### src/hw/rtl/tpsq_pkg.sv
// Types and constants of the timed packet slot queue.
// Depends on nothing; imported by every module of the block.
package tpsq_pkg;

    localparam int SLOT_IDX_W = 6;
    localparam int COUNT_W    = 7;
    localparam int CFG_IDX_W  = 2;

    // Command kinds.
    localparam logic [1:0] KIND_ENQUEUE = 2'd0;
    localparam logic [1:0] KIND_RELEASE = 2'd1;
    localparam logic [1:0] KIND_SORT    = 2'd2;

    // Result status codes.
    localparam logic [2:0] STAT_ACCEPTED  = 3'd0;
    localparam logic [2:0] STAT_TOO_EARLY = 3'd1;
    localparam logic [2:0] STAT_TOO_LARGE = 3'd2;
    localparam logic [2:0] STAT_FULL      = 3'd3;
    localparam logic [2:0] STAT_RELEASED  = 3'd4;
    localparam logic [2:0] STAT_NOTHING   = 3'd5;

    // Configuration register indexes.
    localparam logic [CFG_IDX_W-1:0] CFG_STREAM_MODE = 2'd0;
    localparam logic [CFG_IDX_W-1:0] CFG_TIME_SCALE  = 2'd1;

    typedef struct packed {
        logic [1:0]  kind;
        logic [15:0] seq_id;
        logic [31:0] rtp_stamp;
        logic        is_audio;
        logic [15:0] payload_len;
        logic [31:0] now;
    } in_item_t;

    typedef struct packed {
        logic [2:0]            status;
        logic [SLOT_IDX_W-1:0] slot;
        logic [15:0]           out_seq_id;
        logic                  out_audio;
        logic [15:0]           out_length;
        logic [47:0]           total_bytes;
        logic [COUNT_W-1:0]    queue_len;
        logic                  last;
    } out_item_t;

    // Packet record held per slot.
    typedef struct packed {
        logic [15:0] seq;
        logic [31:0] stamp;
        logic        audio;
        logic [15:0] length;
    } slot_rec_t;

    // One list position: slot index plus a copy of its id for sorting.
    typedef struct packed {
        logic [15:0]           seq;
        logic [SLOT_IDX_W-1:0] slot;
    } ord_entry_t;

    typedef struct packed {
        logic                  wr;
        logic [SLOT_IDX_W-1:0] waddr;
        slot_rec_t             wdata;
        logic [SLOT_IDX_W-1:0] raddr;
    } slot_req_t;

    typedef struct packed {
        logic                  wr;
        logic [SLOT_IDX_W-1:0] waddr;
        ord_entry_t            wdata;
        logic [SLOT_IDX_W-1:0] raddr;
    } ord_req_t;

endpackage

### src/hw/rtl/tpsq_slot_mem.sv
// Packet record memory, one entry per slot, registered read.
// Depends on tpsq_pkg.
module tpsq_slot_mem
    import tpsq_pkg::*;
#(
    parameter int DEPTH = 32
)
(
    input  logic      clk,
    input  slot_req_t req,
    output slot_rec_t rdata
);

    localparam int AW = (DEPTH > 1) ? $clog2(DEPTH) : 1;

    slot_rec_t mem [DEPTH];
    slot_rec_t rdata_reg;

    // Write port and registered read port.
    always_ff @(posedge clk)
    begin
        if (req.wr)
        begin
            mem[req.waddr[AW-1:0]] <= req.wdata;
        end
        rdata_reg <= mem[req.raddr[AW-1:0]];
    end

    assign rdata = rdata_reg;

endmodule

### config.mk
export PLATFORM = sky130hd
export DESIGN_NAME = tpsq_slot_mem
export DESIGN_NICKNAME = d
export VERILOG_FILES = /design/src/hw/rtl/tpsq_pkg.sv /design/src/hw/rtl/tpsq_slot_mem.sv
export SDC_FILE = /design/constraint.sdc
export NUM_CORES = 2
export LEC_CHECK = 0
export ABC_AREA = 1
export BUFFER_PORTS_ARGS = -buffer_cell sky130_fd_sc_hd__buf_2
export CORE_MARGIN = 8
export CORE_UTILIZATION = 35
export DETAILED_ROUTE_END_ITERATION = 6
export PLACE_DENSITY = 0.61
export SYNTH_ARGS = -nofsm -noshare
export SYNTH_HDL_FRONTEND = slang
export SYNTH_SLANG_ARGS = --single-unit
### constraint.sdc
create_clock -name clk -period 13.1 [get_ports clk]
set_input_delay 2.62 -clock clk [delete_from_list [all_inputs] [get_ports clk]]
set_output_delay 2.62 -clock clk [all_outputs]
set_load 0.1 [all_outputs]
=== Word-level counts from Yosys, hierarchy flattened ===
Memories as Yosys holds them, arrays and structs flattened. A register that Yosys moved wholly into a read port is not among the register bits.
Cells that the tools add are included.

* Register bits: 0
* Memory bits (writable): 2080
* Input bits: 79
* Word-level logic and storage cells: 3
* Memories kept: 1

{| class="wikitable"
|+ Memory list
! memory !! depth !! width !! read ports !! clocked after memory_dff !! write ports !! RTL line !! RTL
|-
| mem || 32 || 65 || 1 || 1 || 1 || tpsq_slot_mem.sv:16 || <nowiki>slot_rec_t mem [DEPTH];</nowiki>
|}

* Multiplexer cells: 2

{| class="wikitable"
|+ Operators with widths
! operator !! number
|-
| 1-bit two-way mux || 2
|}

=== Depth between registers and ports, before layout ===
* Word-level depth: 2
* Depth in mapped cells: 12

=== Least setup slack after synthesis ===
Ideal clock, no wire load.

* Kind: input -> register
* Start point: input port req[71] (netlist bit)
* End point: memory mem[0][0] (netlist bit), enable pin
* Arrival time: 5639 ps
* Data required time: 12612 ps
* Path slack: 6973 ps
* Stages: 3
* Cell sequence: inv_1 > nand3_1 > nor2_1

{| class="wikitable"
|+ RTL lines
! what !! RTL line !! RTL
|-
| start, declared || tpsq_slot_mem.sv:10 || <nowiki>input slot_req_t req,</nowiki>
|-
| end, declared || tpsq_slot_mem.sv:16 ||
|}

Straight into the memory's write port.

==> run_results.csv <==
group,metric,value,unit
clock_network,clk_latency,0.84,ns
yosys,yosys_warnings,0,
yosys,yosysMostFrequentCell,"nand2_1",
yosys,syn_nets,6945,
detailed_routing,routed_wl,244600,um
worst_setup_path,cp-end-kind,"register",
flow_run,drv_cap,0,
sta,clock_skew,0.02982,ns
floorplanning,initial_core_util,0.3518,
sta,fin_ws,6.565,ns
place,portBuffers,141,
layout,final_util,0.3933,
layout,nNetsFinal,6954,
grt,grt_pass1_vias,51121,
worst_setup_path,worst-setup-path-type,"input port to register",
grt,grt_max_degree,218,
yosys,ys_top_cells_by_area,"edfxtp_1 (74%), nand3_1 (11%), nand2_1 (11%)",
layout,final_layout_size_suffix_gt1_frac,0.08069,
min_path,worstHoldStart,"mem[20][28]$_DFFE_PP_",
clock_network,cts.htree.levels,4,
grt,antenna_found_initial,52,
clock_network,clockBufferDepth,3,
yosys,synth_area,84540,um2
detailed_routing,wl_per_cell,23.84,um
sta,timing.slew.headroom,0.09695,
worst_setup_path,r2r_slack,11.60,ns
yosys,synth_edf_count,2080,
floorplanning,fp.dieArea,257500,um2
grt,grt.overflow.total,0,
clock_network,cts_resized,0,
worst_setup_path,startpoint,"req[0]",
sta,final_hold_viol_count,0,
worst_setup_path,crit_required,13.86,ns
yosys,synth.distinct_cells,14,
place,dp.final_hpwl,112200,um
floorplanning,io_pins,144,
yosys,syn_avg_cell_area,12.31,um2
clock_network,post_cts_buffers,0,
place,place_ws,5.782,ns
detailed_routing,via_count,54548,
detailed_routing,first_pass_iters,6,
worst_setup_path,cp-start-kind,"input port",
yosys,ys_ff_latch,2145,
min_path,hp-class,"register to register",
power_and_ir_drop,powerDensity,152.6,nW/um2
yosys,yosys.area.top_type,"edfxtp_1",
sta,finalCriticalPeriod,6.535,ns
floorplanning,core_area,240300,um2
sta,tns,0,ns
worst_setup_path,cp.arrival,7.30,ns
clock_network,cts_hold_buf,0,
power_and_ir_drop,leakage,33.09,nW
clock_network,cts_sinks,2145,
layout,area_growth,11.80,%
worst_setup_path,path_max_fanout,125,
sta,fmax,153.0,MHz
grt,grt_usage,0.1823,
yosys,syn_inst,6866,
yosys,synthFlopType,"edfxtp_1",
worst_setup_path,r2r-start,"mem[9][49]$_DFFE_PP_",
grt,grt_pass1_wl,349300,um
detailed_routing,drc,0,
clock_network,cts-root-buf,"clkbuf_16",
sta,final.period_utilization,0.4989,
clock_network,path_clk_slew,0.06,ns
yosys,seq_area_frac_synth,0.7542,
clock_network,cts_buffers,205,
sta,worst_pin_slew,1.355,ns
yosys,yosys.area.top_type_share,0.7388,
yosys,ys_async_sr_fraction,0,
detailed_routing,dr.first_iter.drc_count,7191,
floorplanning,num_rows,180,
place,place_congestion,0.7380,
outcome,status,"finished clean",
layout,largest_reg_flops,2080,
sta,setup_violations,0,
detailed_routing,viasPerCell,5.317,
clock_network,cts_tree,"yes",
sta,finalMaxSlewViolations,0,
sta,grt_setup_unrepaired,"no",
power_and_ir_drop,peakVddDrop,0.0001415,V
floorplanning,die_h,507.5,um
detailed_routing,ant_nets,0,
yosys,synthTopCellsByCount,"nand2_1 (2397), edfxtp_1 (2080), nand3_1 (1836)",
floorplanning,die_w,507.5,um
[critical path, stage by stage]
cell	delay [ns]
buf_8	0.54
buf_4	0.80
buf_4	0.79
buf_4	0.87
buf_4	0.81
nand2_1	0.10
nand3_1	0.12
nand3_1	0.12
nand3_1	0.15
nand3_1	0.10
nand2_1	0.10
[routing by layer]
metal  global-route usage  up-vias  part of all wire
met5                    0        -           0.00079
met3              0.04786      457              0.11
met1               0.2582    26947              0.42
met2               0.2791     2709              0.44
met4              0.04834       32             0.026
li1                     -    24403                 -
[where the power goes]
group	leakage, nW	switching [mW]	internal, mW
Combinational	10.6	0.789	0.200
Sequential	19.3	0.0351	7.63
Clock	3.17	2.56	3.22
[per-stage QoR]
step / hold slack, ns / cells / power, mW / cell area [um2]
floorplan: 0.6404 / 6866 / 8.454 / 84540
global placement: 0.6742 / 9853 / 8.778 / 87970
detailed placement: 0.6808 / 9853 / 8.792 / 87970
CTS: 0.6967 / 10237 / 14.50 / 94460
global route: 0.7431 / 10238 / 14.84 / 94460
finish: 0.6966 / 10260 / 14.43 / 94520
[path summary, 6_finish.rpt]
kind,to,depth (start not counted)
max,rdata[16]$_DFF_P_,11
min,rdata[28]$_DFF_P_,6
max reg2reg,rdata[49]$_DFF_P_,6
min reg2reg,rdata[28]$_DFF_P_,6
[cells in the final DEF, fill, tap and decap left out, types with 2 or more instances in the layout]
cell        instances
inv_8               2
clkinv_4            2
buf_8               3
clkbuf_8           11
bufinv_16          12
clkinvlp_4          5
dfxtp_1            65
clkinv_8            2
buf_4             104
nand3_1          1836
edfxtp_1         2080
clkinv_2           36
clkbuf_1           61
diode_2            23
inv_1               5
nand2_1          2397
buf_2             136
clkinv_16           2
buf_12              4
clkbuf_16         208
clkinv_1           39
nor2_4             32
inv_16              3
inv_6               6
[final cells by class]
| class | instances | area, um2 |
|---|---|---|
| fill | 22338 | 145800 |
| inverter | 10 | 76.32 |
| clock inverter | 105 | 918.4 |
| antenna | 23 | 57.56 |
| tap | 3185 | 3985 |
| timing repair buffer | 248 | 1600 |
| clock buffer | 279 | 5572 |
| multi-input combinational | 4265 | 18550 |
| sequential | 2145 | 63760 |
[kinds of logic (layout without fill, tap and decap cells)]
kind of cell,Yosys count,in the layout,synth area share
AND/OR/NAND/NOR,4265,4265,0.2165
buffers and inverters,456,642,0.02930
other,0,23,0
flip-flops,2145,2145,0.7542
(Power assumes the default switching activity.)
