[config.mk]
export PLATFORM = sky130hd
export DESIGN_NAME = tpsq_order_mem
export DESIGN_NICKNAME = d
export VERILOG_FILES = /design/src/hw/rtl/tpsq_pkg.sv /design/src/hw/rtl/tpsq_order_mem.sv
export SDC_FILE = /design/constraint.sdc
export NUM_CORES = 1
export LEC_CHECK = 0
export ABC_CLOCK_PERIOD_IN_PS = 5950
export BUFFER_PORTS_ARGS = -buffer_cell sky130_fd_sc_hd__buf_2
export CORE_MARGIN = 5
export CORE_UTILIZATION = 45
export CTS_BUF_LIST = sky130_fd_sc_hd__clkbuf_16
export DETAILED_ROUTE_END_ITERATION = 16
export GPL_TIMING_DRIVEN = 0
export SYNTH_ARGS = -nofsm -noshare
export SYNTH_HDL_FRONTEND = slang
export SYNTH_SLANG_ARGS = --single-unit
[constraint.sdc]
create_clock -name clk -period 5.95 [get_ports clk]
set_input_delay 0.2975 -clock clk [delete_from_list [all_inputs] [get_ports clk]]
set_output_delay 0.2975 -clock clk [all_outputs]
set_load 0.03 [all_outputs]
[src/hw/rtl/tpsq_pkg.sv]
// Types and constants of the timed packet slot queue.
// Depends on nothing; imported by every module of the block.
package tpsq_pkg;

    localparam int SLOT_IDX_W = 6;
    localparam int COUNT_W    = 7;
    localparam int CFG_IDX_W  = 2;

    // Command kinds.
    localparam logic [1:0] KIND_ENQUEUE = 2'd0;
    localparam logic [1:0] KIND_RELEASE = 2'd1;
    localparam logic [1:0] KIND_SORT    = 2'd2;

    // Result status codes.
    localparam logic [2:0] STAT_ACCEPTED  = 3'd0;
    localparam logic [2:0] STAT_TOO_EARLY = 3'd1;
    localparam logic [2:0] STAT_TOO_LARGE = 3'd2;
    localparam logic [2:0] STAT_FULL      = 3'd3;
    localparam logic [2:0] STAT_RELEASED  = 3'd4;
    localparam logic [2:0] STAT_NOTHING   = 3'd5;

    // Configuration register indexes.
    localparam logic [CFG_IDX_W-1:0] CFG_STREAM_MODE = 2'd0;
    localparam logic [CFG_IDX_W-1:0] CFG_TIME_SCALE  = 2'd1;

    typedef struct packed {
        logic [1:0]  kind;
        logic [15:0] seq_id;
        logic [31:0] rtp_stamp;
        logic        is_audio;
        logic [15:0] payload_len;
        logic [31:0] now;
    } in_item_t;

    typedef struct packed {
        logic [2:0]            status;
        logic [SLOT_IDX_W-1:0] slot;
        logic [15:0]           out_seq_id;
        logic                  out_audio;
        logic [15:0]           out_length;
        logic [47:0]           total_bytes;
        logic [COUNT_W-1:0]    queue_len;
        logic                  last;
    } out_item_t;

    // Packet record held per slot.
    typedef struct packed {
        logic [15:0] seq;
        logic [31:0] stamp;
        logic        audio;
        logic [15:0] length;
    } slot_rec_t;

    // One list position: slot index plus a copy of its id for sorting.
    typedef struct packed {
        logic [15:0]           seq;
        logic [SLOT_IDX_W-1:0] slot;
    } ord_entry_t;

    typedef struct packed {
        logic                  wr;
        logic [SLOT_IDX_W-1:0] waddr;
        slot_rec_t             wdata;
        logic [SLOT_IDX_W-1:0] raddr;
    } slot_req_t;

    typedef struct packed {
        logic                  wr;
        logic [SLOT_IDX_W-1:0] waddr;
        ord_entry_t            wdata;
        logic [SLOT_IDX_W-1:0] raddr;
    } ord_req_t;

endpackage

[src/hw/rtl/tpsq_order_mem.sv]
// List order memory: position i holds the i-th slot of the list and its id.
// Depends on tpsq_pkg.
module tpsq_order_mem
    import tpsq_pkg::*;
#(
    parameter int DEPTH = 32
)
(
    input  logic       clk,
    input  ord_req_t   req,
    output ord_entry_t rdata
);

    localparam int AW = (DEPTH > 1) ? $clog2(DEPTH) : 1;

    ord_entry_t mem [DEPTH];
    ord_entry_t rdata_reg;

    // Write port and registered read port.
    always_ff @(posedge clk)
    begin
        if (req.wr)
        begin
            mem[req.waddr[AW-1:0]] <= req.wdata;
        end
        rdata_reg <= mem[req.raddr[AW-1:0]];
    end

    assign rdata = rdata_reg;

endmodule

## Yosys cells after proc, flatten, opt, wreduce, memory -nomap -nowiden

Memory sizes are Yosys's and may differ from the RTL's. A register that Yosys moved wholly into a read port is not among the register bits.
Index checks and enable logic that the tools add are counted.

- Mux-type cells: 2

Operators with widths:

| cell | count |
|---|---|
| $mux 1 | 2 |

- Bits in registers: 0
- Bits in writable memories: 704
- Input port bits: 36
- Output and inout bits: 22
- Logic and storage cells: 3
- Memories: 1

Memory list:

| name | depth | width | read ports | clocked after memory_dff | wr ports | RTL line | text |
|---|---|---|---|---|---|---|---|
| mem | 32 | 22 | 1 | 1 | 1 | tpsq_order_mem.sv:16 | `ord_entry_t mem [DEPTH];` |

## Depth between registers and ports, before layout

- Depth in word-level cells: 2
- Depth in mapped cells: 8
- Mapped depth without buffers: 5

## Worst setup path before layout

No wires, ideal clock.

- Path type: input port to flip-flop
- From: input req[29] in the netlist's numbering
- To: memory mem[12][0] in the netlist's numbering (enable)
- Library setup time: 0.401 ns
- Arrival: 1.897 ns
- Required time: 5.549 ns
- Path slack: 3.652 ns
- Stages: 3
- Buffers on the path: 1
- Path through: or3b_2 clkbuf_1 nor2_1

RTL lines:

| item | RTL line | text |
|---|---|---|
| from (decl) | tpsq_order_mem.sv:10 | `input ord_req_t req,` |
| to (decl) | tpsq_order_mem.sv:16 |  |

Straight into the memory's write port.

==> qor.csv <==
metric;value;unit
P_leak;11.32;nW
crit path from;req[2];
Pwr Density;334.5;nW/µm²
startpoint types;input port;
DRC Markers;0;
Area Growth Syn to Fin;15.35;%
post-synthesis async set-or-reset flop share;0;%
drt first pass iters;6;
Syn. warnings;0;
Synth top area share;75.54;%
Post-Synthesis Cells;1550;
Post-synth EDFFs;704;
fin crit period;2.108;ns
Yosys reg bits;726;
die area;67280;µm²
Vias/cell;5.612;
Tcrit/Tclk final;35.43;%
skew final;0.02340;ns
All-Layer GR Usage;20.27;%
Register Area;21580;µm²
Worst path most repeated cell;buf_2;
Die H;259.4;µm
core area;61710;µm²
initial antenna violation count;2;
NumNets Final;1747;
Synth area leader;edfxtp_1;
WP data required;6.37;ns
crit-path max cell delay;0.63;ns
GRT overflow;0;
max_slew headroom;34.85;%
sequential cell area fraction in the yosys report;77.11;%
Initial DRC Count;1456;
Syn Nets;1586;
hold slack final;0.2517;ns
status;finished clean;
synth cell count leaders;704 x edfxtp_1, 352 x mux2i_1, 88 x a22oi_1;
synth top area cells;edfxtp_1 76%, mux2i_1 13%, a22oi_1 2.4%;
first-pass GRT wire length;98920;µm
CP Data Arrival Time;2.53;ns
Worst VDD drop;0.1745;mV
worst-path fanout max;10;
CP cell instances;buf_2 -> nor2b_1 -> buf_2 -> clkbuf_1 -> a22oi_1 -> a31oi_1 -> nand3_1;
share of cells above drive strength 1;15.98;%
Clock Path Buffers;3;
Port-buffer cells;54;
number of buffers created by CTS;74;
sum of buffers and inverters on the critical path;3;
Die Width;259.4;µm
GP Congestion;0.8121;
Rows;91;
most common cell in the netlist;edfxtp_1;
TritonCTS Sinks;726;
Main synth FF type;edfxtp_1;
post-synth cell types;24;
# fillers;5009;
internal reg-to-reg setup slack;4.11;ns
r2r endpoint;rdata[13]$_DFF_P_;
critical path type;input port to flop;
htree depth;3;
number of global-route vias before repair;14451;
final setup violation count;0;
Worst Reg-to-Reg Cells;5;
Hold Path Class;input port to flop;
CP max-delay cell;a31oi_1;
crit path to;rdata[9]$_DFF_P_;
Hold Crit Start;req[26];
Post-Syn Area;27990;µm²
root buf cell;clkbuf_16;
Mean Syn Cell Area;18.06;µm²
ANT nets after route;0;
Worst-path clk slew;0.06;ns
Top Family by Delay on Critical Path;buffers and inverters;
largest net degree at the start of global routing;33;
slew of the pin with the lowest slew margin;0.9773;ns
footprint of the multi-input gates;5894;µm²
FF-to-FF Start;mem[3][13]$_DFFE_PP_;
vias post-DR;14608;
fin. max-slew vios;0;
WL per Instance;26.38;µm
wirelength, routed;68670;µm
setup TNS;0;ns
final hold vios;0;
TritonCTS clock tree;done;
post-CTS setup buffer count;0;
initial core utilization;45.35;%
max reg flops;704;
clk_lat worst skew;0.61;ns
Resize count post-CTS;0;
hold-fix buffers at CTS;0;
post-DP HPWL;45440;µm
Max Clk Rate;474.4;MHz
Max-Cap Viols;0;
critical path capture point type;flop;
I/O pin cnt;58;
Worst path depth;7;
RSZ-0062 raised after global routing;no;
[layout by cell type, fill, tap and decap left out, drive strengths merged]
master / Yosys / layout
a22o: 44 / 44
or3b: 3 / 3
inv: 0 / 13
nor2b: 2 / 2
buf: 62 / 147
a21oi: 44 / 44
diode: 0 / 1
nand2b: 2 / 2
or3: 1 / 1
clkinvlp: 0 / 1
dfxtp: 22 / 22
edfxtp: 704 / 704
clkinv: 0 / 32
nor2: 34 / 34
clkbuf: 28 / 107
nand3: 46 / 46
nor3: 22 / 22
a22oi: 88 / 88
and2: 1 / 1
nand3b: 5 / 5
bufinv: 0 / 5
nand4: 22 / 22
a31oi: 22 / 22
or2: 1 / 1
nand2: 45 / 45
mux2i: 352 / 352
[worst register-to-register path, delay by kind of cell (launching register included)]
family,cells,cell delay (ns)
flip-flops,1,0.38
multiplexers,1,0.18
AND/OR/NAND/NOR,2,0.33
AO/OA/AOI/OAI,2,0.78
[worst min-delay path by stage]
stage,slack [ns],depth (start not counted),end
floorplan,0.40,0,mem[0][0]$_DFFE_PP_
global placement,0.62,4,rdata[6]$_DFF_P_
detailed placement,0.62,4,rdata[5]$_DFF_P_
CTS,0.21,1,mem[11][20]$_DFFE_PP_
global route,0.24,1,mem[10][20]$_DFFE_PP_
finish,0.25,1,mem[11][20]$_DFFE_PP_
[kinds of logic (layout without fill, tap and decap cells)]
| kind of cell | Yosys count | count (layout) | share of synthesized area (%) |
|---|---|---|---|
| compound gates | 198 | 198 | 5.016 |
| buf+inv | 90 | 305 | 2.128 |
| flops | 726 | 726 | 77.11 |
| other cells | 0 | 1 | 0 |
| simple gates | 184 | 184 | 3.152 |
| mux | 352 | 352 | 12.59 |
[metal layers]
| layer | share of wire (%) | wire length [µm] | up-vias | global-route usage (%) |
|---|---|---|---|---|
| met2 | 45 | 31140 | 523 | 31.00 |
| met3 | 7.9 | 5420 | 91 | 4.465 |
| met5 | 0 | 0 | - | 0 |
| met1 | 44 | 30090 | 7469 | 29.28 |
| li1 | - | - | 6525 | - |
| met4 | 2.9 | 2021 | 0 | 6.517 |
[metrics by stage]
step / utilization [%] / power [W] / setup WS [ns] / area, µm² / cells
floorplan: - / 0.006155 / 3.652 / 27990 / 1550
global placement: 47.48 / 0.006433 / 2.475 / 29300 / 2441
detailed placement: 48.53 / 0.006455 / 3.245 / 29950 / 2472
CTS: 52.31 / 0.01088 / 3.834 / 32280 / 2602
global route: 52.31 / 0.01113 / 3.827 / 32280 / 2602
finish: 52.31 / 0.01080 / 3.842 / 32280 / 2603
[final cells by class]
cell class                 instances  share of cell area [%]
clock buffer                      79                   6.124
antenna                            1                0.007752
sequential                       726                   66.85
multi-input combinational        734                   18.26
timing repair buffer              85                   2.578
clock inverter                    51                   1.089
tap                              837                   3.244
buffer                            90                   1.845
[power by group]
| part | switching (W) | leakage [nW] | internal (W) |
|---|---|---|---|
| registers | 0.0000168 | 6.53 | 0.00569 |
| logic | 0.000450 | 3.60 | 0.000191 |
| clock network | 0.00185 | 1.19 | 0.00260 |
Power figures use the tool's default switching activity.
