--- src/hw/rtl/tpsq_pkg.sv ---
// Types and constants of the timed packet slot queue.
// Depends on nothing; imported by every module of the block.
package tpsq_pkg;

    localparam int SLOT_IDX_W = 6;
    localparam int COUNT_W    = 7;
    localparam int CFG_IDX_W  = 2;

    // Command kinds.
    localparam logic [1:0] KIND_ENQUEUE = 2'd0;
    localparam logic [1:0] KIND_RELEASE = 2'd1;
    localparam logic [1:0] KIND_SORT    = 2'd2;

    // Result status codes.
    localparam logic [2:0] STAT_ACCEPTED  = 3'd0;
    localparam logic [2:0] STAT_TOO_EARLY = 3'd1;
    localparam logic [2:0] STAT_TOO_LARGE = 3'd2;
    localparam logic [2:0] STAT_FULL      = 3'd3;
    localparam logic [2:0] STAT_RELEASED  = 3'd4;
    localparam logic [2:0] STAT_NOTHING   = 3'd5;

    // Configuration register indexes.
    localparam logic [CFG_IDX_W-1:0] CFG_STREAM_MODE = 2'd0;
    localparam logic [CFG_IDX_W-1:0] CFG_TIME_SCALE  = 2'd1;

    typedef struct packed {
        logic [1:0]  kind;
        logic [15:0] seq_id;
        logic [31:0] rtp_stamp;
        logic        is_audio;
        logic [15:0] payload_len;
        logic [31:0] now;
    } in_item_t;

    typedef struct packed {
        logic [2:0]            status;
        logic [SLOT_IDX_W-1:0] slot;
        logic [15:0]           out_seq_id;
        logic                  out_audio;
        logic [15:0]           out_length;
        logic [47:0]           total_bytes;
        logic [COUNT_W-1:0]    queue_len;
        logic                  last;
    } out_item_t;

    // Packet record held per slot.
    typedef struct packed {
        logic [15:0] seq;
        logic [31:0] stamp;
        logic        audio;
        logic [15:0] length;
    } slot_rec_t;

    // One list position: slot index plus a copy of its id for sorting.
    typedef struct packed {
        logic [15:0]           seq;
        logic [SLOT_IDX_W-1:0] slot;
    } ord_entry_t;

    typedef struct packed {
        logic                  wr;
        logic [SLOT_IDX_W-1:0] waddr;
        slot_rec_t             wdata;
        logic [SLOT_IDX_W-1:0] raddr;
    } slot_req_t;

    typedef struct packed {
        logic                  wr;
        logic [SLOT_IDX_W-1:0] waddr;
        ord_entry_t            wdata;
        logic [SLOT_IDX_W-1:0] raddr;
    } ord_req_t;

endpackage

--- src/hw/rtl/tpsq_ctrl.sv ---
// Sequencer of the packet slot queue: admission, slot search, release walk
// and selection sort over the two memories. Depends on tpsq_pkg.
module tpsq_ctrl
    import tpsq_pkg::*;
#(
    parameter int SLOTS       = 32,
    parameter int MAX_PAYLOAD = 2048
)
(
    input  logic        clk,
    input  logic        rst_n,
    input  logic        start,
    input  in_item_t    item,
    input  logic        stream_mode,
    input  logic [19:0] time_scale,
    output logic        busy,
    output logic        strobe,
    output out_item_t   result,
    output slot_req_t   slot_req,
    input  slot_rec_t   slot_rd,
    output ord_req_t    ord_req,
    input  ord_entry_t  ord_rd
);

    localparam int SW = (SLOTS > 1) ? $clog2(SLOTS) : 1;

    localparam logic [3:0] ST_IDLE    = 4'd0;
    localparam logic [3:0] ST_MUL     = 4'd1;
    localparam logic [3:0] ST_ADM     = 4'd2;
    localparam logic [3:0] ST_CHK     = 4'd3;
    localparam logic [3:0] ST_SRCH    = 4'd4;
    localparam logic [3:0] ST_REL_RD  = 4'd5;
    localparam logic [3:0] ST_REL_WT  = 4'd6;
    localparam logic [3:0] ST_REL_CHK = 4'd7;
    localparam logic [3:0] ST_REL_END = 4'd8;
    localparam logic [3:0] ST_SRT_I   = 4'd9;
    localparam logic [3:0] ST_SRT_IW  = 4'd10;
    localparam logic [3:0] ST_SRT_RD  = 4'd11;
    localparam logic [3:0] ST_SRT_CMP = 4'd12;
    localparam logic [3:0] ST_SRT_SW  = 4'd13;
    localparam logic [3:0] ST_SRT_SW2 = 4'd14;

    logic [3:0]            state_reg, state_next;
    logic [COUNT_W-1:0]    held_reg, held_next;
    logic [SLOT_IDX_W-1:0] alloc_reg, alloc_next;
    logic [47:0]           sent_reg, sent_next;
    logic [SLOTS-1:0]      busy_reg, busy_next;
    logic [COUNT_W-1:0]    idx_reg, idx_next;
    logic [COUNT_W-1:0]    keep_reg, keep_next;
    logic [COUNT_W-1:0]    k_reg, k_next;
    logic [COUNT_W-1:0]    n_reg, n_next;
    logic [COUNT_W-1:0]    bidx_reg, bidx_next;
    logic [SLOT_IDX_W-1:0] srch_reg, srch_next;
    logic                  pend_valid_reg, pend_valid_next;
    logic                  strobe_reg, strobe_next;

    in_item_t   item_reg, item_next;
    logic [51:0] prod_reg, prod_next;
    logic [54:0] lhs_reg, lhs_next;
    logic [58:0] rhs_reg, rhs_next;
    ord_entry_t cur_reg, cur_next;
    ord_entry_t best_reg, best_next;
    ord_entry_t cand_reg, cand_next;
    out_item_t  pend_reg, pend_next;
    out_item_t  res_reg, res_next;

    logic [19:0]           scale;
    logic                  rel_ready;
    logic [SLOT_IDX_W-1:0] srch_inc;
    logic [COUNT_W-1:0]    k_inc;

    // Single-beat result with no packet fields.
    function automatic out_item_t mk_res(input logic [2:0] st,
                                         input logic [SLOT_IDX_W-1:0] sl,
                                         input logic [47:0] sent,
                                         input logic [COUNT_W-1:0] ql);
        out_item_t r;
        r             = '0;
        r.status      = st;
        r.slot        = sl;
        r.total_bytes = sent;
        r.queue_len   = ql;
        r.last        = 1'b1;
        return r;
    endfunction

    assign scale     = (time_scale == 20'd0) ? 20'd1 : time_scale;
    assign rel_ready = stream_mode || ({4'd0, slot_rd.stamp, 16'd0} <= prod_reg);
    assign srch_inc  = ({1'b0, srch_reg} + 7'd1 == 7'(SLOTS)) ? '0 : srch_reg + 6'd1;
    assign k_inc     = k_reg + 7'd1;

    // Next-state and datapath logic.
    always_comb
    begin
        state_next      = state_reg;
        held_next       = held_reg;
        alloc_next      = alloc_reg;
        sent_next       = sent_reg;
        busy_next       = busy_reg;
        idx_next        = idx_reg;
        keep_next       = keep_reg;
        k_next          = k_reg;
        n_next          = n_reg;
        bidx_next       = bidx_reg;
        srch_next       = srch_reg;
        pend_valid_next = pend_valid_reg;
        strobe_next     = 1'b0;
        item_next       = item_reg;
        prod_next       = prod_reg;
        lhs_next        = lhs_reg;
        rhs_next        = rhs_reg;
        cur_next        = cur_reg;
        best_next       = best_reg;
        cand_next       = cand_reg;
        pend_next       = pend_reg;
        res_next        = res_reg;
        slot_req        = '0;
        ord_req         = '0;

        unique case (state_reg)
            ST_IDLE:
            begin
                if (start && !busy)
                begin
                    item_next  = item;
                    state_next = ST_MUL;
                end
            end
            ST_MUL:
            begin
                prod_next = 52'(item_reg.now) * 52'(scale);
                case (item_reg.kind)
                    KIND_ENQUEUE:
                    begin
                        state_next = ST_ADM;
                    end
                    KIND_RELEASE:
                    begin
                        idx_next  = '0;
                        keep_next = '0;
                        n_next    = held_reg;
                        if (held_reg == '0)
                        begin
                            res_next    = mk_res(STAT_NOTHING, '0, sent_reg, held_reg);
                            strobe_next = 1'b1;
                            state_next  = ST_IDLE;
                        end
                        else
                        begin
                            state_next = ST_REL_RD;
                        end
                    end
                    KIND_SORT:
                    begin
                        idx_next = '0;
                        n_next   = held_reg;
                        if (held_reg < 7'd2)
                        begin
                            res_next    = mk_res(STAT_NOTHING, '0, sent_reg, held_reg);
                            strobe_next = 1'b1;
                            state_next  = ST_IDLE;
                        end
                        else
                        begin
                            state_next = ST_SRT_I;
                        end
                    end
                    default:
                    begin
                        res_next    = mk_res(STAT_NOTHING, '0, sent_reg, held_reg);
                        strobe_next = 1'b1;
                        state_next  = ST_IDLE;
                    end
                endcase
            end
            ST_ADM:
            begin
                lhs_next   = {39'(item_reg.rtp_stamp) * 39'd99, 16'd0};
                rhs_next   = 59'(prod_reg) * 59'd100;
                state_next = ST_CHK;
            end
            ST_CHK:
            begin
                srch_next = alloc_reg;
                if (!stream_mode && (59'(lhs_reg) > rhs_reg))
                begin
                    res_next    = mk_res(STAT_TOO_EARLY, '0, sent_reg, held_reg);
                    strobe_next = 1'b1;
                    state_next  = ST_IDLE;
                end
                else if (item_reg.payload_len > 16'(MAX_PAYLOAD))
                begin
                    res_next    = mk_res(STAT_TOO_LARGE, '0, sent_reg, held_reg);
                    strobe_next = 1'b1;
                    state_next  = ST_IDLE;
                end
                else if (held_reg == 7'(SLOTS))
                begin
                    res_next    = mk_res(STAT_FULL, '0, sent_reg, held_reg);
                    strobe_next = 1'b1;
                    state_next  = ST_IDLE;
                end
                else
                begin
                    state_next = ST_SRCH;
                end
            end
            ST_SRCH:
            begin
                // Next-fit search; a free slot exists since the list is not full.
                if (!busy_reg[srch_reg[SW-1:0]])
                begin
                    slot_req.wr           = 1'b1;
                    slot_req.waddr        = srch_reg;
                    slot_req.wdata.seq    = item_reg.seq_id;
                    slot_req.wdata.stamp  = item_reg.rtp_stamp;
                    slot_req.wdata.audio  = item_reg.is_audio;
                    slot_req.wdata.length = item_reg.payload_len;
                    ord_req.wr            = 1'b1;
                    ord_req.waddr         = held_reg[SLOT_IDX_W-1:0];
                    ord_req.wdata.seq     = item_reg.seq_id;
                    ord_req.wdata.slot    = srch_reg;
                    busy_next[srch_reg[SW-1:0]] = 1'b1;
                    held_next   = held_reg + 7'd1;
                    alloc_next  = srch_inc;
                    res_next    = mk_res(STAT_ACCEPTED, srch_reg, sent_reg, held_reg + 7'd1);
                    strobe_next = 1'b1;
                    state_next  = ST_IDLE;
                end
                else
                begin
                    srch_next = srch_inc;
                end
            end
            ST_REL_RD:
            begin
                ord_req.raddr = idx_reg[SLOT_IDX_W-1:0];
                state_next    = ST_REL_WT;
            end
            ST_REL_WT:
            begin
                cand_next      = ord_rd;
                slot_req.raddr = ord_rd.slot;
                state_next     = ST_REL_CHK;
            end
            ST_REL_CHK:
            begin
                if (rel_ready)
                begin
                    // Hold this beat back until it is known whether it is the last.
                    sent_next = sent_reg + 48'(slot_rd.length);
                    held_next = held_reg - 7'd1;
                    busy_next[cand_reg.slot[SW-1:0]] = 1'b0;
                    if (pend_valid_reg)
                    begin
                        res_next    = pend_reg;
                        strobe_next = 1'b1;
                    end
                    pend_valid_next       = 1'b1;
                    pend_next.status      = STAT_RELEASED;
                    pend_next.slot        = cand_reg.slot;
                    pend_next.out_seq_id  = slot_rd.seq;
                    pend_next.out_audio   = slot_rd.audio;
                    pend_next.out_length  = slot_rd.length;
                    pend_next.total_bytes = sent_reg + 48'(slot_rd.length);
                    pend_next.queue_len   = held_reg - 7'd1;
                    pend_next.last        = 1'b0;
                end
                else
                begin
                    ord_req.wr    = 1'b1;
                    ord_req.waddr = keep_reg[SLOT_IDX_W-1:0];
                    ord_req.wdata = cand_reg;
                    keep_next     = keep_reg + 7'd1;
                end
                idx_next   = idx_reg + 7'd1;
                state_next = (idx_reg + 7'd1 == n_reg) ? ST_REL_END : ST_REL_RD;
            end
            ST_REL_END:
            begin
                if (pend_valid_reg)
                begin
                    res_next      = pend_reg;
                    res_next.last = 1'b1;
                end
                else
                begin
                    res_next = mk_res(STAT_NOTHING, '0, sent_reg, held_reg);
                end
                pend_valid_next = 1'b0;
                strobe_next     = 1'b1;
                state_next      = ST_IDLE;
            end
            ST_SRT_I:
            begin
                ord_req.raddr = idx_reg[SLOT_IDX_W-1:0];
                state_next    = ST_SRT_IW;
            end
            ST_SRT_IW:
            begin
                cur_next   = ord_rd;
                best_next  = ord_rd;
                bidx_next  = idx_reg;
                k_next     = idx_reg + 7'd1;
                state_next = ST_SRT_RD;
            end
            ST_SRT_RD:
            begin
                ord_req.raddr = k_reg[SLOT_IDX_W-1:0];
                state_next    = ST_SRT_CMP;
            end
            ST_SRT_CMP:
            begin
                // Strictly smaller only, so the first minimum wins.
                if (ord_rd.seq < best_reg.seq)
                begin
                    best_next = ord_rd;
                    bidx_next = k_reg;
                end
                k_next     = k_inc;
                state_next = (k_inc == n_reg) ? ST_SRT_SW : ST_SRT_RD;
            end
            ST_SRT_SW:
            begin
                if (bidx_reg != idx_reg)
                begin
                    ord_req.wr    = 1'b1;
                    ord_req.waddr = idx_reg[SLOT_IDX_W-1:0];
                    ord_req.wdata = best_reg;
                    state_next    = ST_SRT_SW2;
                end
                else
                begin
                    idx_next = idx_reg + 7'd1;
                    if (idx_reg + 7'd2 < n_reg)
                    begin
                        state_next = ST_SRT_I;
                    end
                    else
                    begin
                        res_next    = mk_res(STAT_NOTHING, '0, sent_reg, held_reg);
                        strobe_next = 1'b1;
                        state_next  = ST_IDLE;
                    end
                end
            end
            ST_SRT_SW2:
            begin
                ord_req.wr    = 1'b1;
                ord_req.waddr = bidx_reg[SLOT_IDX_W-1:0];
                ord_req.wdata = cur_reg;
                idx_next      = idx_reg + 7'd1;
                if (idx_reg + 7'd2 < n_reg)
                begin
                    state_next = ST_SRT_I;
                end
                else
                begin
                    res_next    = mk_res(STAT_NOTHING, '0, sent_reg, held_reg);
                    strobe_next = 1'b1;
                    state_next  = ST_IDLE;
                end
            end
            default:
            begin
                state_next = ST_IDLE;
            end
        endcase
    end

    // Control state.
    always_ff @(posedge clk or negedge rst_n)
    begin
        if (!rst_n)
        begin
            state_reg      <= ST_IDLE;
            held_reg       <= '0;
            alloc_reg      <= '0;
            sent_reg       <= '0;
            busy_reg       <= '0;
            idx_reg        <= '0;
            keep_reg       <= '0;
            k_reg          <= '0;
            n_reg          <= '0;
            bidx_reg       <= '0;
            srch_reg       <= '0;
            pend_valid_reg <= 1'b0;
            strobe_reg     <= 1'b0;
        end
        else
        begin
            state_reg      <= state_next;
            held_reg       <= held_next;
            alloc_reg      <= alloc_next;
            sent_reg       <= sent_next;
            busy_reg       <= busy_next;
            idx_reg        <= idx_next;
            keep_reg       <= keep_next;
            k_reg          <= k_next;
            n_reg          <= n_next;
            bidx_reg       <= bidx_next;
            srch_reg       <= srch_next;
            pend_valid_reg <= pend_valid_next;
            strobe_reg     <= strobe_next;
        end
    end

    // Payload registers.
    always_ff @(posedge clk)
    begin
        item_reg <= item_next;
        prod_reg <= prod_next;
        lhs_reg  <= lhs_next;
        rhs_reg  <= rhs_next;
        cur_reg  <= cur_next;
        best_reg <= best_next;
        cand_reg <= cand_next;
        pend_reg <= pend_next;
        res_reg  <= res_next;
    end

    assign busy   = (state_reg != ST_IDLE) || strobe_reg;
    assign strobe = strobe_reg;
    assign result = res_reg;

endmodule

--- config.mk ---
export PLATFORM = sky130hd
export DESIGN_NAME = tpsq_ctrl
export DESIGN_NICKNAME = d
export VERILOG_FILES = /design/src/hw/rtl/tpsq_pkg.sv /design/src/hw/rtl/tpsq_ctrl.sv
export SDC_FILE = /design/constraint.sdc
export NUM_CORES = 2
export LEC_CHECK = 0
export BUFFER_PORTS_ARGS = -buffer_cell sky130_fd_sc_hd__buf_2
export CELL_PAD_IN_SITES_DETAIL_PLACEMENT = 1
export CELL_PAD_IN_SITES_GLOBAL_PLACEMENT = 1
export CORE_AREA = 10 10 396 398
export DETAILED_ROUTE_END_ITERATION = 8
export DIE_AREA = 0 0 406 408
export PLACE_DENSITY = 0.66
export SLEW_MARGIN = 20
export SYNTH_ARGS = -nofsm -noshare
export SYNTH_HDL_FRONTEND = slang
export SYNTH_SLANG_ARGS = --single-unit
export TNS_END_PERCENT = 5
--- constraint.sdc ---
create_clock -name clk -period 10.5 [get_ports clk]
set_clock_uncertainty 0.2 [all_clocks]
set_input_delay 1.05 -clock clk [delete_from_list [all_inputs] [get_ports clk]]
set_output_delay 1.05 -clock clk [all_outputs]
set_load 0.02 [all_outputs]
# Yosys cells after proc, flatten, opt, wreduce, memory -nomap -nowiden
# Index checks and enable logic that the tools add are counted.
[totals]
register_bits = 645
output_inout_bits = 213
[op_classes]
add_sub_neg = 9
mul = 3
magnitude_cmp = 10
eq_ne = 35
n_mux = 75
bitwise_logic = 4
n_reduce_logical = 35
[ops]
columns = ["op", "count"]
rows = [
  ["$mux W98", 10],
  ["$pmux W98 S7", 1],
  ["$pmux W98 S3", 1],
  ["$mux W72", 2],
  ["$pmux W29 S4", 1],
  ["$mux W96", 1],
  ["$mux W29", 3],
  ["$mux W32", 2],
  ["$pmux W32 S2", 1],
  ["$gt A55 B59 Y1", 1],
  ["$mul A52 B5 Y57 const B", 1],
  ["$pmux W4 S14", 1],
  ["$pmux W7 S2", 4],
  ["$le A48 B52 Y1", 1],
  ["$mul A32 B20 Y52", 1],
  ["$mux W7", 7],
  ["$add A48 B16 Y48", 1],
  ["$pmux W22 S2", 1],
  ["$mul A32 B7 Y39 const B", 1],
  ["$and A32 B32 Y32", 1],
  ["$not A32 Y32", 1],
  ["$or A32 B32 Y32", 1],
  ["$add A7 B1 Y7 const B", 4],
  ["$eq A4 B4 Y1 const B", 7],
  ["52 further kinds", 116],
]

# Logic depth before layout (Yosys ltp)
[depth]
word_depth = 8
mapped_depth = 27

# Worst setup path after synthesis
# Ideal clock, no wire load.
[synth_timing]
kind = "input port to flip-flop"
from = "input slot_rd[18] (netlist name)"
to = "register res_reg, in the netlist result[0], enable pin"
setup_time_ns = 0.543
arrival_time_ns = 7.284
t_required_ns = 9.757
path_slack_ns = 2.473
path_stages = 10
cell_sequence = "ha_1 > a21o_1 > a21o_1 > a211o_1 > a221o_1 > a211o_1 > a21oi_4 > nor2_2 > or4b_1 > a211oi_2"
[synth_between]
elab_chain_cells = 4
[synth_lines]
columns = ["item", "line", "source"]
rows = [
  ["start, declared", "tpsq_ctrl.sv:20", "input slot_rec_t slot_rd,"],
  ["$le A48 B52 Y1", "tpsq_ctrl.sv:88", "assign rel_ready = stream_mode || ({4'd0, slot_rd.stamp, 16'd0} <= prod_reg);"],
  ["$logic_or A1 B1 Y1", "tpsq_ctrl.sv:88", ""],
  ["$ne A2 B2 Y1 (no source line)", "n/a", ""],
  ["$reduce_and A9 Y1 (no source line)", "n/a", ""],
  ["end signal, assigned", "tpsq_ctrl.sv:419", "res_reg <= res_next;"],
  ["end, declared", "tpsq_ctrl.sv:65", "out_item_t res_reg, res_next;"],
]
# No other way between the ends.
# A chain may end at the register's enable or synchronous reset.

# Worst setup path in the final report
[layout_timing]
from = "register item_reg[11] (netlist name)"
to = "register prod_reg[50] (data pin)"
[layout_between]
elab_chain_cells = 1
[layout_lines]
columns = ["item", "line", "source"]
rows = [
  ["start, declared", "tpsq_ctrl.sv:57", "in_item_t item_reg, item_next;"],
  ["start signal, assigned", "tpsq_ctrl.sv:411", "item_reg <= item_next;"],
  ["$mul A32 B20 Y52", "tpsq_ctrl.sv:131", "prod_next = 52'(item_reg.now) * 52'(scale);"],
  ["end signal, assigned", "tpsq_ctrl.sv:412", "prod_reg <= prod_next;"],
  ["end, declared", "tpsq_ctrl.sv:58", "logic [51:0] prod_reg, prod_next;"],
]
# No other way between the ends.

==> load_flow_metrics.sql <==
INSERT INTO impl_metrics (metric_group, metric, value, unit) VALUES
('yosys', 'library_cells_used_by_synthesis', '88', ''),
('yosys', 'synth_enable_flop_cells', '505', ''),
('worst_setup_path', 'reg2regPathDepth', '22', ''),
('detailed_routing', 'detailedRoute.firstIterationViolations', '2182', ''),
('cts', 'insertion_delay', '0.72', 'ns'),
('placement', 'final_wtd_congestion', '0.853', ''),
('cts', 'clk_pin_slew', '0.06', 'ns'),
('yosys', 'synth_seq_area_share', '31.5', '%'),
('global_route', 'grt_overflow', '0', ''),
('cts', 'ctsRootBufferMaster', 'sky130_fd_sc_hd__clkbuf_16', ''),
('final_layout', 'layout_commonest_cell', 'sky130_fd_sc_hd__inv_1', ''),
('global_route', 'first_pass_grt_wire_length', '268000', 'um'),
('worst_setup_path', 'timing.critical_path.arrival', '8.77', 'ns'),
('timing', 'fin_setup_tns', '0', 'ns'),
('cts', 'tritoncts', 'yes', ''),
('yosys', 'syn-num-nets', '7257', ''),
('detailed_routing', 'detailed_route_wl', '168000', 'um'),
('final_layout', 'layout.filler_cells', '16600', ''),
('timing', 'max_clock_freq', '117', 'MHz'),
('final_layout', 'finalNonFillerCells', '8171', ''),
('worst_setup_path', 'setup.worst_path.class', 'reg2reg', ''),
('cts', 'cts_inserted_buffers', '80', ''),
('placement', 'port_buffers', '422', ''),
('timing', 'slew_headroom', '20.2', '%'),
('yosys', 'synth-warning-count', '0', ''),
('cts', 'clk_path_buf_depth', '3', ''),
('floorplan', 'fp-row-count', '142', ''),
('placement', 'post-dp-hpwl', '129000', 'um'),
('yosys', 'syn-cell-area', '59200', 'um2'),
('yosys', 'ys_seq_elements', '644', ''),
('cts', 'cts_repair_resize_count', '0', ''),
('yosys', 'dominant_synthesized_flop_cell', 'sky130_fd_sc_hd__edfxtp_1', ''),
('worst_setup_path', 'reg2reg_from', 'item_reg[11]$_DFFE_PP_', ''),
('final_layout', 'layout_common_cells', 'sky130_fd_sc_hd__inv_1 (1113), sky130_fd_sc_hd__nand2_1 (668), sky130_fd_sc_hd__fa_1 (636)', ''),
('cts', 'postCtsHoldBufs', '0', ''),
('worst_setup_path', 'critical_path_required', '10.72', 'ns'),
('floorplan', 'chipHeight', '408', 'um'),
('worst_setup_path', 'reg2reg_slack', '1.95', 'ns'),
('cts', 'cts.repair_timing.setup_buffer_count', '0', ''),
('timing', 'hold_viol', '0', ''),
('final_layout', 'largest_register_ffs', '99', ''),
('detailed_routing', 'antenna_violating_nets_post_route', '0', ''),
('outcome', 'outcome', 'finished, final reports clean', ''),
('floorplan', 'ios', '423', ''),
('floorplan', 'chipWidth', '406', 'um'),
('global_route', 'grt_usage', '20.3', '%'),
('worst_setup_path', 'worstPathMaxFanout', '20', ''),
('global_route', 'grt_pass1_vias', '46200', ''),
('detailed_routing', 'wire_per_inst', '20.6', 'um'),
('worst_setup_path', 'cp-start-kind', 'register', ''),
('detailed_routing', 'detailroute.via_count', '41800', ''),
('final_layout', 'finalNetCount', '7574', ''),
('worst_setup_path', 'setup.worst_path.end_class', 'register', ''),
('detailed_routing', 'drc', '0', ''),
('timing', 'final-setup-viol-count', '0', ''),
('detailed_routing', 'firstDrtPassIters', '5', ''),
('timing', 'postLayoutSetupSlackWorst', '1.95', 'ns'),
('floorplan', 'start_util', '39.8', '%'),
('timing', 'final_min_period_over_clock_period', '81.4', '%'),
('timing', 'rsz0062_at_grt', 'false', ''),
('floorplan', 'floorplan.core_area', '149000', 'um2'),
('worst_setup_path', 'rr_endpoint', 'prod_reg[50]$_DFFE_PP_', ''),
('timing', 'worst_slew_pin_slew', '1.20', 'ns'),
('global_route', 'grt_max_degree', '88', ''),
('yosys', 'synthesis.area_per_instance', '10.1', 'um2'),
('run', 'timing.max_cap.violations', '0', ''),
('timing', 'maxSlewViolCount', '0', ''),
('detailed_routing', 'detail_route.vias_per_cell', '5.12', ''),
('placement', 'pre_cts_slack', '1.41', 'ns'),
('cts', 'cts.sinks', '644', ''),
('timing', 'timing.final.crit_period', '8.55', 'ns'),
('floorplan', 'die-area', '166000', 'um2'),
('worst_hold_path', 'worst_hold_check_path_type', 'in2async', ''),
('yosys', 'synth_cells', '5840', ''),
('final_layout', 'area_delta_synth_final', '11.6', '%'),
('final_layout', 'drive_gt1_share', '11.3', '%'),
('global_route', 'number_of_antenna_violations_at_the_first_check_in_global_routing', '10', ''),
('yosys', 'postSynth.asyncResetShare', '21.6', '%'),
('cts', 'htree_num_levels', '3', ''),
('placement', 'post-place-cells', '8018', '');
==> layer usage <==
layer	vias to the layer above	GRT usage, %	share of wire [%]
met5	-	0	0.0077
met4	2	4.43	2.0
met3	197	3.33	4.9
met2	790	33.6	47
met1	21300	27.9	46
li1	19600	-	-
==> synthesized netlist by cell type, drive strengths merged (10+ instances only) <==
| cell | count | area share, % |
|---|---|---|
| nand3 | 69 | 0.58 |
| nor2b | 28 | 0.30 |
| a21oi | 249 | 2.1 |
| a21o | 103 | 1.3 |
| buf | 29 | 0.25 |
| a31oi | 28 | 0.30 |
| xnor2 | 162 | 2.4 |
| a211o | 10 | 0.15 |
| a221oi | 26 | 0.38 |
| and2 | 392 | 4.1 |
| and3 | 34 | 0.36 |
| nor2 | 157 | 1.0 |
| nand4 | 50 | 0.55 |
| xor2 | 88 | 1.3 |
| fa | 636 | 21 |
| edfxtp | 505 | 26 |
| o21bai | 20 | 0.25 |
| nand2 | 670 | 4.2 |
| ha | 571 | 12 |
| mux2 | 60 | 1.1 |
| o211ai | 14 | 0.18 |
| nor3 | 66 | 0.57 |
| a211oi | 23 | 0.31 |
| o21ai | 144 | 1.2 |
| a22oi | 14 | 0.18 |
| inv | 1115 | 7.1 |
| o21a | 30 | 0.38 |
| nand2b | 24 | 0.25 |
| nor4 | 15 | 0.16 |
| dfrtp | 139 | 5.9 |
| or3 | 12 | 0.13 |
| clkbuf | 209 | 1.3 |
==> stage by stage <==
stage                     util (%)  area (um2)  hold slack, ns
after floorplan                  -       59200           0.221
after global placement        42.5       63300           0.262
after detailed placement      42.5       63300           0.266
after CTS                     44.4       66100          0.0201
after global routing          44.4       66100          0.0534
final                         44.4       66100          0.0513
==> cell families after synthesis <==
kind of cell,synth area share (%)
AOI/OAI and AO/OA,8.37
xor gates and xnor gates,3.70
adders and majority gates,33.6
buffers and inverters,8.64
DFF,31.5
muxes,1.51
and+or+nand+nor,12.8
==> critical path: stages (launching register included) <==
cell and delay [ns]:
sky130_fd_sc_hd__edfxtp_1 1.07, sky130_fd_sc_hd__and2_1 0.27, sky130_fd_sc_hd__fa_1 0.42, sky130_fd_sc_hd__fa_1 0.51, sky130_fd_sc_hd__inv_1 0.05, sky130_fd_sc_hd__fa_1 0.55, sky130_fd_sc_hd__inv_1 0.06, sky130_fd_sc_hd__fa_1 0.52
sky130_fd_sc_hd__fa_1 0.45, sky130_fd_sc_hd__fa_1 0.56, sky130_fd_sc_hd__inv_1 0.06, sky130_fd_sc_hd__fa_1 0.52, sky130_fd_sc_hd__inv_1 0.04, sky130_fd_sc_hd__ha_1 0.38, sky130_fd_sc_hd__a21oi_1 0.17, sky130_fd_sc_hd__o21ai_0 0.12
sky130_fd_sc_hd__o31ai_1 0.61, sky130_fd_sc_hd__a21oi_1 0.31, sky130_fd_sc_hd__a21oi_1 0.32, sky130_fd_sc_hd__a21oi_1 0.17, sky130_fd_sc_hd__a311oi_1 0.58, sky130_fd_sc_hd__o21ai_1 0.17, sky130_fd_sc_hd__xor2_1 0.17
==> worst max path at each step <==
stage,startpoint,end,depth (start not counted)
after global placement,time_scale[6],prod_reg[50]$_DFFE_PP_,22
after detailed placement,time_scale[6],prod_reg[50]$_DFFE_PP_,22
after CTS,item_reg[11]$_DFFE_PP_,prod_reg[50]$_DFFE_PP_,22
after global routing,item_reg[11]$_DFFE_PP_,prod_reg[50]$_DFFE_PP_,22
final,item_reg[11]$_DFFE_PP_,prod_reg[50]$_DFFE_PP_,22
after floorplan,slot_rd[18],result[0]$_DFFE_PP_,10
==> layout make-up <==
| cell class | instances | area (um2) | area share (%) |
|---|---|---|---|
| Clock buffer | 97 | 2110 | 3.19 |
| Sequential cell | 644 | 18600 | 28.2 |
| Tap cell | 1944 | 2430 | 3.68 |
| Timing Repair Buffer | 473 | 2520 | 3.81 |
| Multi-Input combinational cell | 3843 | 35500 | 53.8 |
| Clock inverter | 51 | 654 | 0.990 |
| Inverter | 1115 | 4190 | 6.34 |
| Antenna cell | 4 | 10.0 | 0.0151 |
Power is left out: the tool's default activity adds up to more than one toggle a clock period on the data nets, which glitch-free logic cannot reach.
